## src/qea_pkg.sv

```systemverilog
// shared types, constants and helpers for the quantized int8 elementwise add core
// no dependencies

package qea_pkg;

   localparam int ByteWidth    = 8;
   localparam int OperandWidth = 8;
   localparam int SumWidth     = 9;
   localparam int MultWidth    = 32;
   localparam int ShiftWidth   = 5;
   localparam int CsrIndexWidth = 4;
   localparam int CsrDataWidth  = 32;

   localparam logic signed [31:0] ByteMax = 32'sd127;
   localparam logic signed [31:0] ByteMin = -32'sd128;

   typedef enum logic [CsrIndexWidth-1:0] {
      CSR_FIRST_MULT   = 4'd0,
      CSR_FIRST_SHIFT  = 4'd1,
      CSR_SECOND_MULT  = 4'd2,
      CSR_SECOND_SHIFT = 4'd3,
      CSR_RESULT_MULT  = 4'd4,
      CSR_RESULT_SHIFT = 4'd5,
      CSR_RELU_EN      = 4'd6,
      CSR_REQUANT_EN   = 4'd7
   } csr_index_type;

   typedef struct packed {
      logic signed [MultWidth-1:0]  first_multiplier;
      logic [ShiftWidth-1:0]        first_shift;
      logic signed [MultWidth-1:0]  second_multiplier;
      logic [ShiftWidth-1:0]        second_shift;
      logic signed [MultWidth-1:0]  result_multiplier;
      logic [ShiftWidth-1:0]        result_shift;
      logic                         relu_enable;
      logic                         requant_enable;
   } cfg_type;

   // saturate a signed 32-bit value to int8
   function automatic logic signed [ByteWidth-1:0] clamp_byte(
      input logic signed [31:0] value);
      logic signed [ByteWidth-1:0] res;
      if (value > ByteMax) begin
         res = ByteMax[ByteWidth-1:0];
      end else if (value < ByteMin) begin
         res = ByteMin[ByteWidth-1:0];
      end else begin
         res = value[ByteWidth-1:0];
      end
      return res;
   endfunction

endpackage

```

## src/qea_csr.sv

```systemverilog
// configuration register file of the quantized int8 elementwise add core
// depends on qea_pkg

module qea_csr (
   input  logic                               clock,
   input  logic                               reset,
   input  logic                               csr_valid,
   output logic                               csr_ready,
   input  logic [qea_pkg::CsrIndexWidth-1:0]  csr_index,
   input  logic [qea_pkg::CsrDataWidth-1:0]   csr_data,
   output qea_pkg::cfg_type                   cfg
);

   qea_pkg::cfg_type cfg_ff;
   qea_pkg::cfg_type cfg_in;

   assign csr_ready = 1'b1;
   assign cfg       = cfg_ff;

   always_comb begin
      cfg_in = cfg_ff;
      if (csr_valid) begin
         unique case (qea_pkg::csr_index_type'(csr_index))
            qea_pkg::CSR_FIRST_MULT:   cfg_in.first_multiplier  = signed'(csr_data);
            qea_pkg::CSR_FIRST_SHIFT:  cfg_in.first_shift       =
               csr_data[qea_pkg::ShiftWidth-1:0];
            qea_pkg::CSR_SECOND_MULT:  cfg_in.second_multiplier = signed'(csr_data);
            qea_pkg::CSR_SECOND_SHIFT: cfg_in.second_shift      =
               csr_data[qea_pkg::ShiftWidth-1:0];
            qea_pkg::CSR_RESULT_MULT:  cfg_in.result_multiplier = signed'(csr_data);
            qea_pkg::CSR_RESULT_SHIFT: cfg_in.result_shift      =
               csr_data[qea_pkg::ShiftWidth-1:0];
            qea_pkg::CSR_RELU_EN:      cfg_in.relu_enable       = csr_data[0];
            qea_pkg::CSR_REQUANT_EN:   cfg_in.requant_enable    = csr_data[0];
            default: ; // unmapped index, write dropped
         endcase
      end
   end

   always_ff @(posedge clock) begin
      if (reset) begin
         cfg_ff.first_multiplier  <= 32'sd1;
         cfg_ff.first_shift       <= '0;
         cfg_ff.second_multiplier <= 32'sd1;
         cfg_ff.second_shift      <= '0;
         cfg_ff.result_multiplier <= 32'sd1;
         cfg_ff.result_shift      <= '0;
         cfg_ff.relu_enable       <= 1'b0;
         cfg_ff.requant_enable    <= 1'b0;
      end else begin
         cfg_ff <= cfg_in;
      end
   end

endmodule

```

## src/qea_requant.sv

```systemverilog
// three-stage requantizer: multiply, round and shift, sign restore and clamp
// depends on qea_pkg

module qea_requant #(
   parameter int InWidth = qea_pkg::OperandWidth
) (
   input  logic                                   clock,
   input  logic [2:0]                             stage_en,
   input  logic signed [InWidth-1:0]              in_value,
   input  logic signed [qea_pkg::MultWidth-1:0]   multiplier,
   input  logic [qea_pkg::ShiftWidth-1:0]         shift,
   output logic signed [qea_pkg::ByteWidth-1:0]   out_value
);

   localparam int ProdWidth = InWidth + qea_pkg::MultWidth;

   logic signed [ProdWidth-1:0]         prod_ff, prod_in;
   logic [ProdWidth-1:0]                val_ff, val_in;
   logic                                neg_ff, neg_in;
   logic signed [qea_pkg::ByteWidth-1:0] out_ff, out_in;

   logic                 prod_neg;
   logic                 shift_zero;
   logic [ProdWidth-1:0] mag;
   logic [ProdWidth-1:0] half;
   logic [ProdWidth-1:0] rounded;
   logic [ProdWidth-1:0] signed_val;

   // stage 1: exact product
   assign prod_in = ProdWidth'(in_value) * ProdWidth'(multiplier);

   // stage 2: magnitude rounded half away from zero, then shifted
   always_comb begin
      prod_neg   = prod_ff[ProdWidth-1];
      shift_zero = (shift == '0);
      mag        = prod_neg ? (~prod_ff + ProdWidth'(1)) : prod_ff;
      half       = ProdWidth'(1) << (shift - qea_pkg::ShiftWidth'(1));
      rounded    = (mag + half) >> shift;
      val_in     = shift_zero ? prod_ff : rounded;
      neg_in     = !shift_zero && prod_neg;
   end

   // stage 3: sign back, low 32 bits, saturate
   always_comb begin
      signed_val = neg_ff ? (~val_ff + ProdWidth'(1)) : val_ff;
      out_in     = qea_pkg::clamp_byte(signed'(signed_val[31:0]));
   end

   always_ff @(posedge clock) begin
      if (stage_en[0]) begin
         prod_ff <= prod_in;
      end
      if (stage_en[1]) begin
         val_ff <= val_in;
         neg_ff <= neg_in;
      end
      if (stage_en[2]) begin
         out_ff <= out_in;
      end
   end

   assign out_value = out_ff;

endmodule

```

## src/int8_quantized_elementwise_add_core.sv

```systemverilog
// top level of the quantized int8 elementwise add core
// depends on qea_pkg, qea_csr and qea_requant

// One element pair enters per clock and one int8 result leaves per clock while the
// output is not stalled, through a seven-stage pipeline: stages 1 to 3 requantize
// both operands in parallel (multiply, round/shift, clamp), stage 4 adds them and
// applies the optional relu and the plain int8 clamp, stages 5 to 7 requantize the
// sum, and stage 7 is the output register. Every stage has its own valid bit and
// loads whenever it is empty or its successor moves, so bubbles close up while the
// output stalls and a new word is taken as long as any stage has room. The eight
// configuration registers are written through the csr port, which is always ready;
// write them only while the pipeline holds no word. An index beyond the register
// list is dropped.

module int8_quantized_elementwise_add_core (
   input  logic                                    clock,
   input  logic                                    reset,
   // input words
   input  logic                                    req_valid,
   output logic                                    req_ready,
   input  logic signed [qea_pkg::OperandWidth-1:0] req_first_value,
   input  logic signed [qea_pkg::OperandWidth-1:0] req_second_value,
   input  logic                                    req_last_in,
   // result words
   output logic                                    rsp_valid,
   input  logic                                    rsp_ready,
   output logic signed [qea_pkg::ByteWidth-1:0]    rsp_result_value,
   output logic                                    rsp_last_out,
   // configuration writes
   input  logic                                    csr_valid,
   output logic                                    csr_ready,
   input  logic [qea_pkg::CsrIndexWidth-1:0]       csr_index,
   input  logic [qea_pkg::CsrDataWidth-1:0]        csr_data
);

   localparam int Stages = 7;

   qea_pkg::cfg_type cfg;

   // pipeline control
   logic [Stages-1:0] valid_ff, valid_in;
   logic [Stages-1:0] stage_ready;

   // last marker rides along with every stage
   logic [Stages-1:0] last_ff;

   // operand results after stage 3
   logic signed [qea_pkg::ByteWidth-1:0] first_q;
   logic signed [qea_pkg::ByteWidth-1:0] second_q;

   // stage 4: sum and the clamp-only result
   logic signed [qea_pkg::SumWidth-1:0]  sum_ff, sum_in;
   logic signed [qea_pkg::SumWidth-1:0]  raw_sum;
   logic signed [qea_pkg::ByteWidth-1:0] sat_ff [3:Stages-1];
   logic signed [qea_pkg::ByteWidth-1:0] sat_in;

   // requantized sum after stage 7
   logic signed [qea_pkg::ByteWidth-1:0] rq_value;

   qea_csr u_csr (
      .clock     (clock),
      .reset     (reset),
      .csr_valid (csr_valid),
      .csr_ready (csr_ready),
      .csr_index (csr_index),
      .csr_data  (csr_data),
      .cfg       (cfg)
   );

   // a stage loads when empty or when the next one moves on
   always_comb begin
      stage_ready[Stages-1] = !valid_ff[Stages-1] || rsp_ready;
      for (int k = Stages-2; k >= 0; k--) begin
         stage_ready[k] = !valid_ff[k] || stage_ready[k+1];
      end
      valid_in[0] = req_valid;
      for (int k = 1; k < Stages; k++) begin
         valid_in[k] = valid_ff[k-1];
      end
   end

   always_ff @(posedge clock) begin
      if (reset) begin
         valid_ff <= '0;
      end else begin
         for (int k = 0; k < Stages; k++) begin
            if (stage_ready[k]) begin
               valid_ff[k] <= valid_in[k];
            end
         end
      end
   end

   always_ff @(posedge clock) begin
      if (stage_ready[0]) begin
         last_ff[0] <= req_last_in;
      end
      for (int k = 1; k < Stages; k++) begin
         if (stage_ready[k]) begin
            last_ff[k] <= last_ff[k-1];
         end
      end
   end

   // stages 1-3: both operands in parallel
   qea_requant #(
      .InWidth (qea_pkg::OperandWidth)
   ) u_first_rq (
      .clock      (clock),
      .stage_en   (stage_ready[2:0]),
      .in_value   (req_first_value),
      .multiplier (cfg.first_multiplier),
      .shift      (cfg.first_shift),
      .out_value  (first_q)
   );

   qea_requant #(
      .InWidth (qea_pkg::OperandWidth)
   ) u_second_rq (
      .clock      (clock),
      .stage_en   (stage_ready[2:0]),
      .in_value   (req_second_value),
      .multiplier (cfg.second_multiplier),
      .shift      (cfg.second_shift),
      .out_value  (second_q)
   );

   // stage 4: add, optional relu, clamp-only path
   always_comb begin
      raw_sum = qea_pkg::SumWidth'(first_q) + qea_pkg::SumWidth'(second_q);
      if (cfg.relu_enable && raw_sum[qea_pkg::SumWidth-1]) begin
         sum_in = '0;
      end else begin
         sum_in = raw_sum;
      end
      sat_in = qea_pkg::clamp_byte(32'(sum_in));
   end

   always_ff @(posedge clock) begin
      if (stage_ready[3]) begin
         sum_ff    <= sum_in;
         sat_ff[3] <= sat_in;
      end
      for (int k = 4; k < Stages; k++) begin
         if (stage_ready[k]) begin
            sat_ff[k] <= sat_ff[k-1];
         end
      end
   end

   // stages 5-7: requantize the sum
   qea_requant #(
      .InWidth (qea_pkg::SumWidth)
   ) u_result_rq (
      .clock      (clock),
      .stage_en   (stage_ready[6:4]),
      .in_value   (sum_ff),
      .multiplier (cfg.result_multiplier),
      .shift      (cfg.result_shift),
      .out_value  (rq_value)
   );

   assign req_ready        = stage_ready[0];
   assign rsp_valid        = valid_ff[Stages-1];
   assign rsp_last_out     = last_ff[Stages-1];
   // the user must keep requant_enable static while words are in flight; not enforced here
   assign rsp_result_value = cfg.requant_enable ? rq_value : sat_ff[Stages-1];

endmodule
```

## config.mk

```make
export PLATFORM = sky130hd
export DESIGN_NAME = int8_quantized_elementwise_add_core
export DESIGN_NICKNAME = d
export VERILOG_FILES = /design/src/qea_pkg.sv /design/src/qea_csr.sv /design/src/qea_requant.sv /design/src/int8_quantized_elementwise_add_core.sv
export SDC_FILE = /design/constraint.sdc
export NUM_CORES = 2
export LEC_CHECK = 0
export BUFFER_PORTS_ARGS = -buffer_cell sky130_fd_sc_hd__buf_4
export CAP_MARGIN = 10
export CORE_UTILIZATION = 50
export CTS_CLUSTER_DIAMETER = 40
export DETAILED_ROUTE_END_ITERATION = 10
export GPL_TIMING_DRIVEN = 0
export HOLD_SLACK_MARGIN = 0.05
export MAX_ROUTING_LAYER = met4
export PLACE_DENSITY = 0.74
export SLEW_MARGIN = 20
export SYNTH_ARGS = -nofsm -noshare
export SYNTH_HDL_FRONTEND = slang
export SYNTH_SLANG_ARGS = --single-unit
```

## constraint.sdc

```tcl
create_clock -name clock -period 12.2 [get_ports clock]
set_input_delay 2.44 -clock clock [delete_from_list [all_inputs] [get_ports clock]]
set_output_delay 2.44 -clock clock [all_outputs]
set_load 0.01 [all_outputs]
```

Yosys cells after proc, flatten, opt, wreduce, memory -nomap -nowiden

Memory sizes are Yosys's and may differ from the RTL's.
Index checks and enable logic that the tools add are counted.
Widths: inputs -> output; s select.

Add/sub/neg operators: 13
Multiply operators: 3
Order comparisons: 8
Eq/ne operators: 7
Shift operators: 6
Muxes and demuxes: 24
Bitwise operators: 6
Reduce and logical (&&, ||, !) cells: 33

Operators by type and width:

| operator              | number |
|---|---|
| $mux 32               | 6 |
| $add 32x1->32 const B | 3 |
| $gt 32x8->1 const B   | 3 |
| $lt 32x8->1 const B   | 3 |
| $not 32->32           | 3 |
| $add 40x2->40 const B | 2 |
| $add 40x40->40        | 2 |
| $mul 8x32->40         | 2 |
| $mux 40               | 2 |
| $not 40->40           | 2 |
| $shl 1x5->40 const A  | 2 |
| $shr 40x5->32         | 2 |
| $mux 8                | 6 |
| $add 41x2->41 const B | 1 |
| $add 41x41->41        | 1 |
| $mul 9x32->41         | 1 |
| $mux 41               | 1 |
| $not 41->41           | 1 |
| $shl 1x5->41 const A  | 1 |
| $shr 41x5->32         | 1 |
| $eq 4x3->1 const B    | 4 |
| $reduce_and 2->1      | 8 |
| $logic_not 5->1       | 3 |
| $sub 5x1->5 const B   | 3 |
| 11 further kinds      | 37 |

Bits in registers: 380
Memory bits (writable): 32
Memories kept: 1

Memory list:

| name   | depth | width | read ports | clocked after memory_dff | wr ports | RTL line                                  | RTL |
|---|---|---|---|---|---|---|---|
| sat_ff | 4     | 8     | 4          | 0                        | 4        | int8_quantized_elementwise_add_core.sv:54 | `logic signed [qea_pkg::ByteWidth-1:0] sat_ff [3:Stages-1];` |

Longest topological paths before layout

Depth after elaboration: 8
Depth in mapped cells: 24
Depth with buffers taken out: 23

Hierarchy

From an unflattened synthesis, not the netlist that was laid out.

Cells, all modules: 7219
Area, all modules: 62720.2 um^2

Modules (own cells, without submodules):

| module                              | times used | cells an instance | area each (um^2) | sequential area each (um^2) |
|---|---|---|---|---|
| qea_requant at u_result_rq          | 1          | 2196              | 19024.5          | 2462.4 |
| qea_requant at u_first_rq           | 1          | 2237              | 18482.7          | 2432.3 |
| qea_requant at u_second_rq          | 1          | 2211              | 18388.9          | 2432.3 |
| qea_csr                             | 1          | 415               | 4556.9           | 2262.2 |
| int8_quantized_elementwise_add_core | 1          | 160               | 2267.2           | 1581.5 |

Worst setup path after synthesis

Ideal clock, no wire load.

Path kind: input-to-reg
Start point: input port req_second_value[7] in the netlist's numbering
End point: register u_second_rq.prod_ff[39], data pin
Setup time: 0.259 ns
Arrival: 8.028 ns
Setup slack: 3.912 ns
Cell stages on the path: 22
Buffers on the path: 1
Cell sequence: clkinv_1 -> clkbuf_1 -> nor2_1 -> fa_1 -> fa_1 -> fa_1 -> inv_1 -> fa_1 -> inv_1 -> ha_1 -> o21ai_0 -> nand2b_1 -> a31oi_1 -> o311ai_0 -> nor4b_1 -> o2111ai_1 -> nand3_1 -> o41ai_1 -> nor2_1 -> a2111oi_0 -> a21oi_1 -> xnor2_1

Longest elaborated chain between the ends: 1

Ends and longest elaborated chain:

| what                        | RTL line                                  | RTL |
|---|---|---|
| start: declaration          | int8_quantized_elementwise_add_core.sv:22 | `input logic signed [qea_pkg::OperandWidth-1:0] req_second_value,` |
| $mul 8x32->40               | qea_requant.sv:30                         | `assign prod_in = ProdWidth'(in_value) * ProdWidth'(multiplier);` |
| net u_second_rq.prod_in[39] | qea_requant.sv:17                         | `logic signed [ProdWidth-1:0] prod_ff, prod_in;` |
| end signal: assignment      | qea_requant.sv:51                         | `prod_ff <= prod_in;` |
| end: declaration            | qea_requant.sv:17                         |  |

The timed path passes the listed nets, and every way through them passes these cells.
A chain may end at the register's enable or synchronous reset.

Worst setup path after layout

Start point: input port req_first_value[7] in the netlist's numbering
End point: register u_first_rq.prod_ff[39], data pin

Longest elaborated chain between the ends: 1

Ends and longest elaborated chain:

| what                       | RTL line                                  | RTL |
|---|---|---|
| start: declaration         | int8_quantized_elementwise_add_core.sv:21 | `input logic signed [qea_pkg::OperandWidth-1:0] req_first_value,` |
| $mul 8x32->40              | qea_requant.sv:30                         |  |
| net u_first_rq.prod_in[39] | qea_requant.sv:17                         |  |
| end signal: assignment     | qea_requant.sv:51                         |  |
| end: declaration           | qea_requant.sv:17                         |  |

The timed path passes the listed nets, and every way through them passes these cells.

==> metrics.csv <==
stage,metric,value,unit
logic_synthesis,"Cell Area, Synth",61190,µm²
worst_setup_path,Critical Path End Type,flop,
worst_setup_path,Critical Path RT,12.59,ns
placement,DP Worst Slack,1.895,ns
worst_setup_path,arrival time at the worst endpoint,10.22,ns
final_layout,FF/Latch Area,11170,µm²
global_routing,antenna violations before repair,6,
final_layout,# fillers,11107,
logic_synthesis,post-synth cell types,117,
sta,Max Slew Vio Count,0,
sta,final hold slack,0.4179,ns
die,die width,351.8,µm
sta,Fmax achieved,101.7,MHz
logic_synthesis,share of synthesized flip-flops with an asynchronous set or reset,0,%
worst_setup_path,"Slowest-stage cell, CP",a2111oi_0,
clock_tree,CTS buffer count,69,
clock_tree,CTS root buf,clkbuf_16,
worst_setup_path,worst-path maximum fanout,10,
clock_tree,Worst-path clk slew,0.06,ns
die,IO Pins,70,
final_layout,Area Overhead vs Synth,8.318,%
final_layout,footprint of the multi-input gates,45780,µm²
clock_tree,Hold Buf Count CTS,0,
final_layout,post-route insts no fill,9004,
logic_synthesis,dominant synthesized flop cell,edfxtp_1,
detailed_routing,Via Count,55092,
detailed_routing,drt first-iter violations,5398,
placement,Final HPWL DP,176200,µm
worst_setup_path,critical path startpoint category,input port,
placement,placed insts,8874,
clock_tree,Post-CTS Resized,0,
sta,crit share post-route,80.58,%
clock_tree,clk sinks,412,
detailed_routing,via/cell ratio,6.119,
pwr,Pleak,29.45,nW
die,core area,120600,µm²
sta,Final Setup Violations,0,
logic_synthesis,post-synthesis sequential area ratio,18.26,%
logic_synthesis,number of synthesized register bits,412,
detailed_routing,Avg WL per Cell,24.11,µm
clock_tree,Post CTS Setup Buffer Count,0,
clock_tree,number of H-tree levels,3,
worst_setup_path,CP max stage delay,0.90,ns
global_routing,GRT Total Usage,36.02,%
pwr,Total Power,9.177,mW
run_status,status,"finished, final reports clean",
detailed_routing,drt pass-1 iters,7,
global_routing,largest net degree at the start of global routing,37,
logic_synthesis,post-synthesis area per instance,8.516,µm²
die,Die ar.,123800,µm²
worst_setup_path,critical path class,in2reg,
final_layout,layout cell share with drive strength beyond 1,5.129,%
sta,Final Hold Vio Count,0,
worst_setup_path,"Cell Chain, Critical Path",buf_4 > clkinv_1 > clkbuf_1 > nor2_1 > fa_1 > fa_1 > fa_1 > inv_1 > fa_1 > inv_1 > ha_1 > a21o_1 > a21oi_1 > o21bai_1 > a2111oi_0 > a21oi_1 > a2111oi_0 > o21ai_0 > a31oi_1 > a21oi_1 > a21o_1 > a21oi_1 > xnor2_1,
logic_synthesis,synth warn,0,
die,DIE HEIGHT,351.8,µm
sta,Max Clock Skew,0.02659,ns
min_path,HP Class,reg2reg,
sta,minimum clock period,9.831,ns
sta,worst rel slew slack,19.13,%
placement,GPL Wtd Cong,1.059,
global_routing,vias in the first global route,53243,
sta,Slew @ Worst Pin,1.213,ns
sta,unrepaired setup endpoints after global routing,no,
clock_tree,TritonCTS clock tree,done,
pwr,Cell Pwr Density,138.5,nW/µm²
clock_tree,clk_lat worst skew,0.67,ns
logic_synthesis,Post-synth EDFFs,292,
die,Initial Utilization,50.73,%
sta,Setup TNS,0,ns
final_layout,nets@finish,8372,
placement,PortBufs,64,
clock_tree,clock buffer depth,3,
detailed_routing,Post-route DRC,0,
sta,worst setup margin,2.369,ns
detailed_routing,post-route ant nets,0,
pwr,worst vdd ir,117.0,µV
global_routing,first-pass GRT wire length,327100,µm
logic_synthesis,syn_nets,8224,
die,# rows,127,
job,max-cap violations,0,
logic_synthesis,Cells after Synth,7185,
global_routing,global route overflow,0,
detailed_routing,Routed Wire Length,217100,µm
worst max-delay path, delay by kind of cell:
kind | cells | cell delay [ns]
adder cells (fa/ha/maj) | 5 | 2.31
buffers and inverters | 5 | 1.04
AND/OR/NAND/NOR | 1 | 0.21
AO/OA/AOI/OAI | 11 | 3.90
XOR/XNOR | 1 | 0.30
metrics by stage:
| step | area, µm² | utilization, % |
|---|---|---|
| after floorplan | 61190 | - |
| after global placement | 63680 | 52.80 |
| after detailed placement | 63880 | 52.97 |
| after CTS | 66270 | 54.95 |
| after global routing | 66270 | 54.95 |
| final | 66280 | 54.95 |
sequential cells by signal, indices dropped and copies added, names as in the netlist, 9 cells and up:
signal / count
u_result_rq.val_ff: 32
u_csr.cfg: 113
u_second_rq.val_ff: 32
sat_ff: 32
u_first_rq.prod_ff: 40
u_first_rq.val_ff: 32
sum_ff: 9
u_result_rq.prod_ff: 41
u_second_rq.prod_ff: 40
per-layer routing:
layer	GRT usage (%)	wire length (µm)	up-vias
met1	48.68	93140	27129
met4	14.69	10190	0
met3	6.350	19600	471
li1	-	-	24914
met2	53.31	94120	2578
met5	-	0	-
path summary, 6_finish.rpt:
kind / startpoint / end / slack [ns] / cells past startpoint
max: req_first_value[7] / u_first_rq.prod_ff[39]$_DFFE_PP_ / 2.37 / 23
min reg2reg: sat_ff[0][38]$_DFFE_PP_ / sat_ff[0][46]$_DFFE_PP_ / 0.42 / 0
min: sat_ff[0][38]$_DFFE_PP_ / sat_ff[0][46]$_DFFE_PP_ / 0.42 / 0
max reg2reg: u_csr.cfg[4]$_SDFFE_PP0P_ / u_result_rq.val_ff[23]$_DFFE_PP_ / 4.01 / 20
power breakdown:
part	switching (mW)	leakage, nW	internal (mW)	total (mW)
clock	0.809	1.17	1.17	1.98
combinational	3.08	24.2	1.71	4.79
sequential	0.487	4.09	1.92	2.40
total	4.37	29.5	4.80	9.18
Yosys cell counts, drive strengths merged, types with 53 or more instances:
cell	n	area, µm²
nor2	538	2038
mux2	54	608.1
o21a	53	397.9
a21o	99	743.2
o31ai	61	467.9
nand2	794	2988
and2	536	3353
buf	76	312.8
a21oi	405	2031
xnor2	262	2302
edfxtp	292	8768
o21ai	288	1441
nand3	125	630.6
a211oi	80	630.6
nor3	135	703.2
or3	54	337.8
nand2b	64	402.9
clkbuf	312	1172
inv	735	2759
nor2b	56	350.3
xor2	119	1050
o211ai	58	440.4
ha	348	4354
dfxtp	120	2402
fa	633	12670
mux2i	159	1599
layout by cell type, fill, tap and decap left out, types with 59 or more instances in the layout:
cell type  instances
edfxtp_1         292
nand2b_1          63
a21o_1            99
fa_1             633
xnor2_1          261
ha_1             348
a211oi_1          74
clkbuf_1         312
o21ai_0          274
nand3_1          123
a21oi_1          404
nand2_1          792
xor2_1           118
mux2i_1          157
inv_1            730
o31ai_1           59
buf_4             69
nor3_1           132
nor2_1           536
dfxtp_1          120
clkbuf_16         70
buf_1             67
and2_1           534
cells by family (layout without fill, tap and decap cells):
kind of cell | Yosys count | after routing | share of synthesized area, %
other | 1 | 4 | 0.006129
buffers and inverters | 1128 | 1332 | 6.967
multiplexers | 235 | 235 | 4.417
AO/OA/AOI/OAI | 1479 | 1479 | 16.13
flip-flops | 412 | 412 | 18.26
AND/OR/NAND/NOR | 2561 | 2561 | 20.80
adder cells (fa/ha/maj) | 988 | 988 | 27.94
XOR/XNOR | 381 | 381 | 5.478
final cells by class:
class,instances,share of cell area [%]
Clock buffer,73,2.660
Sequential cell,412,16.85
Clock inverter,54,0.9401
Buffer,388,2.245
Multi-Input combinational cell,5645,69.07
Antenna cell,3,0.01133
Timing Repair Buffer,77,0.9836
Tap cell,1612,3.043
Inverter,740,4.191
Power figures use the tool's default switching activity.
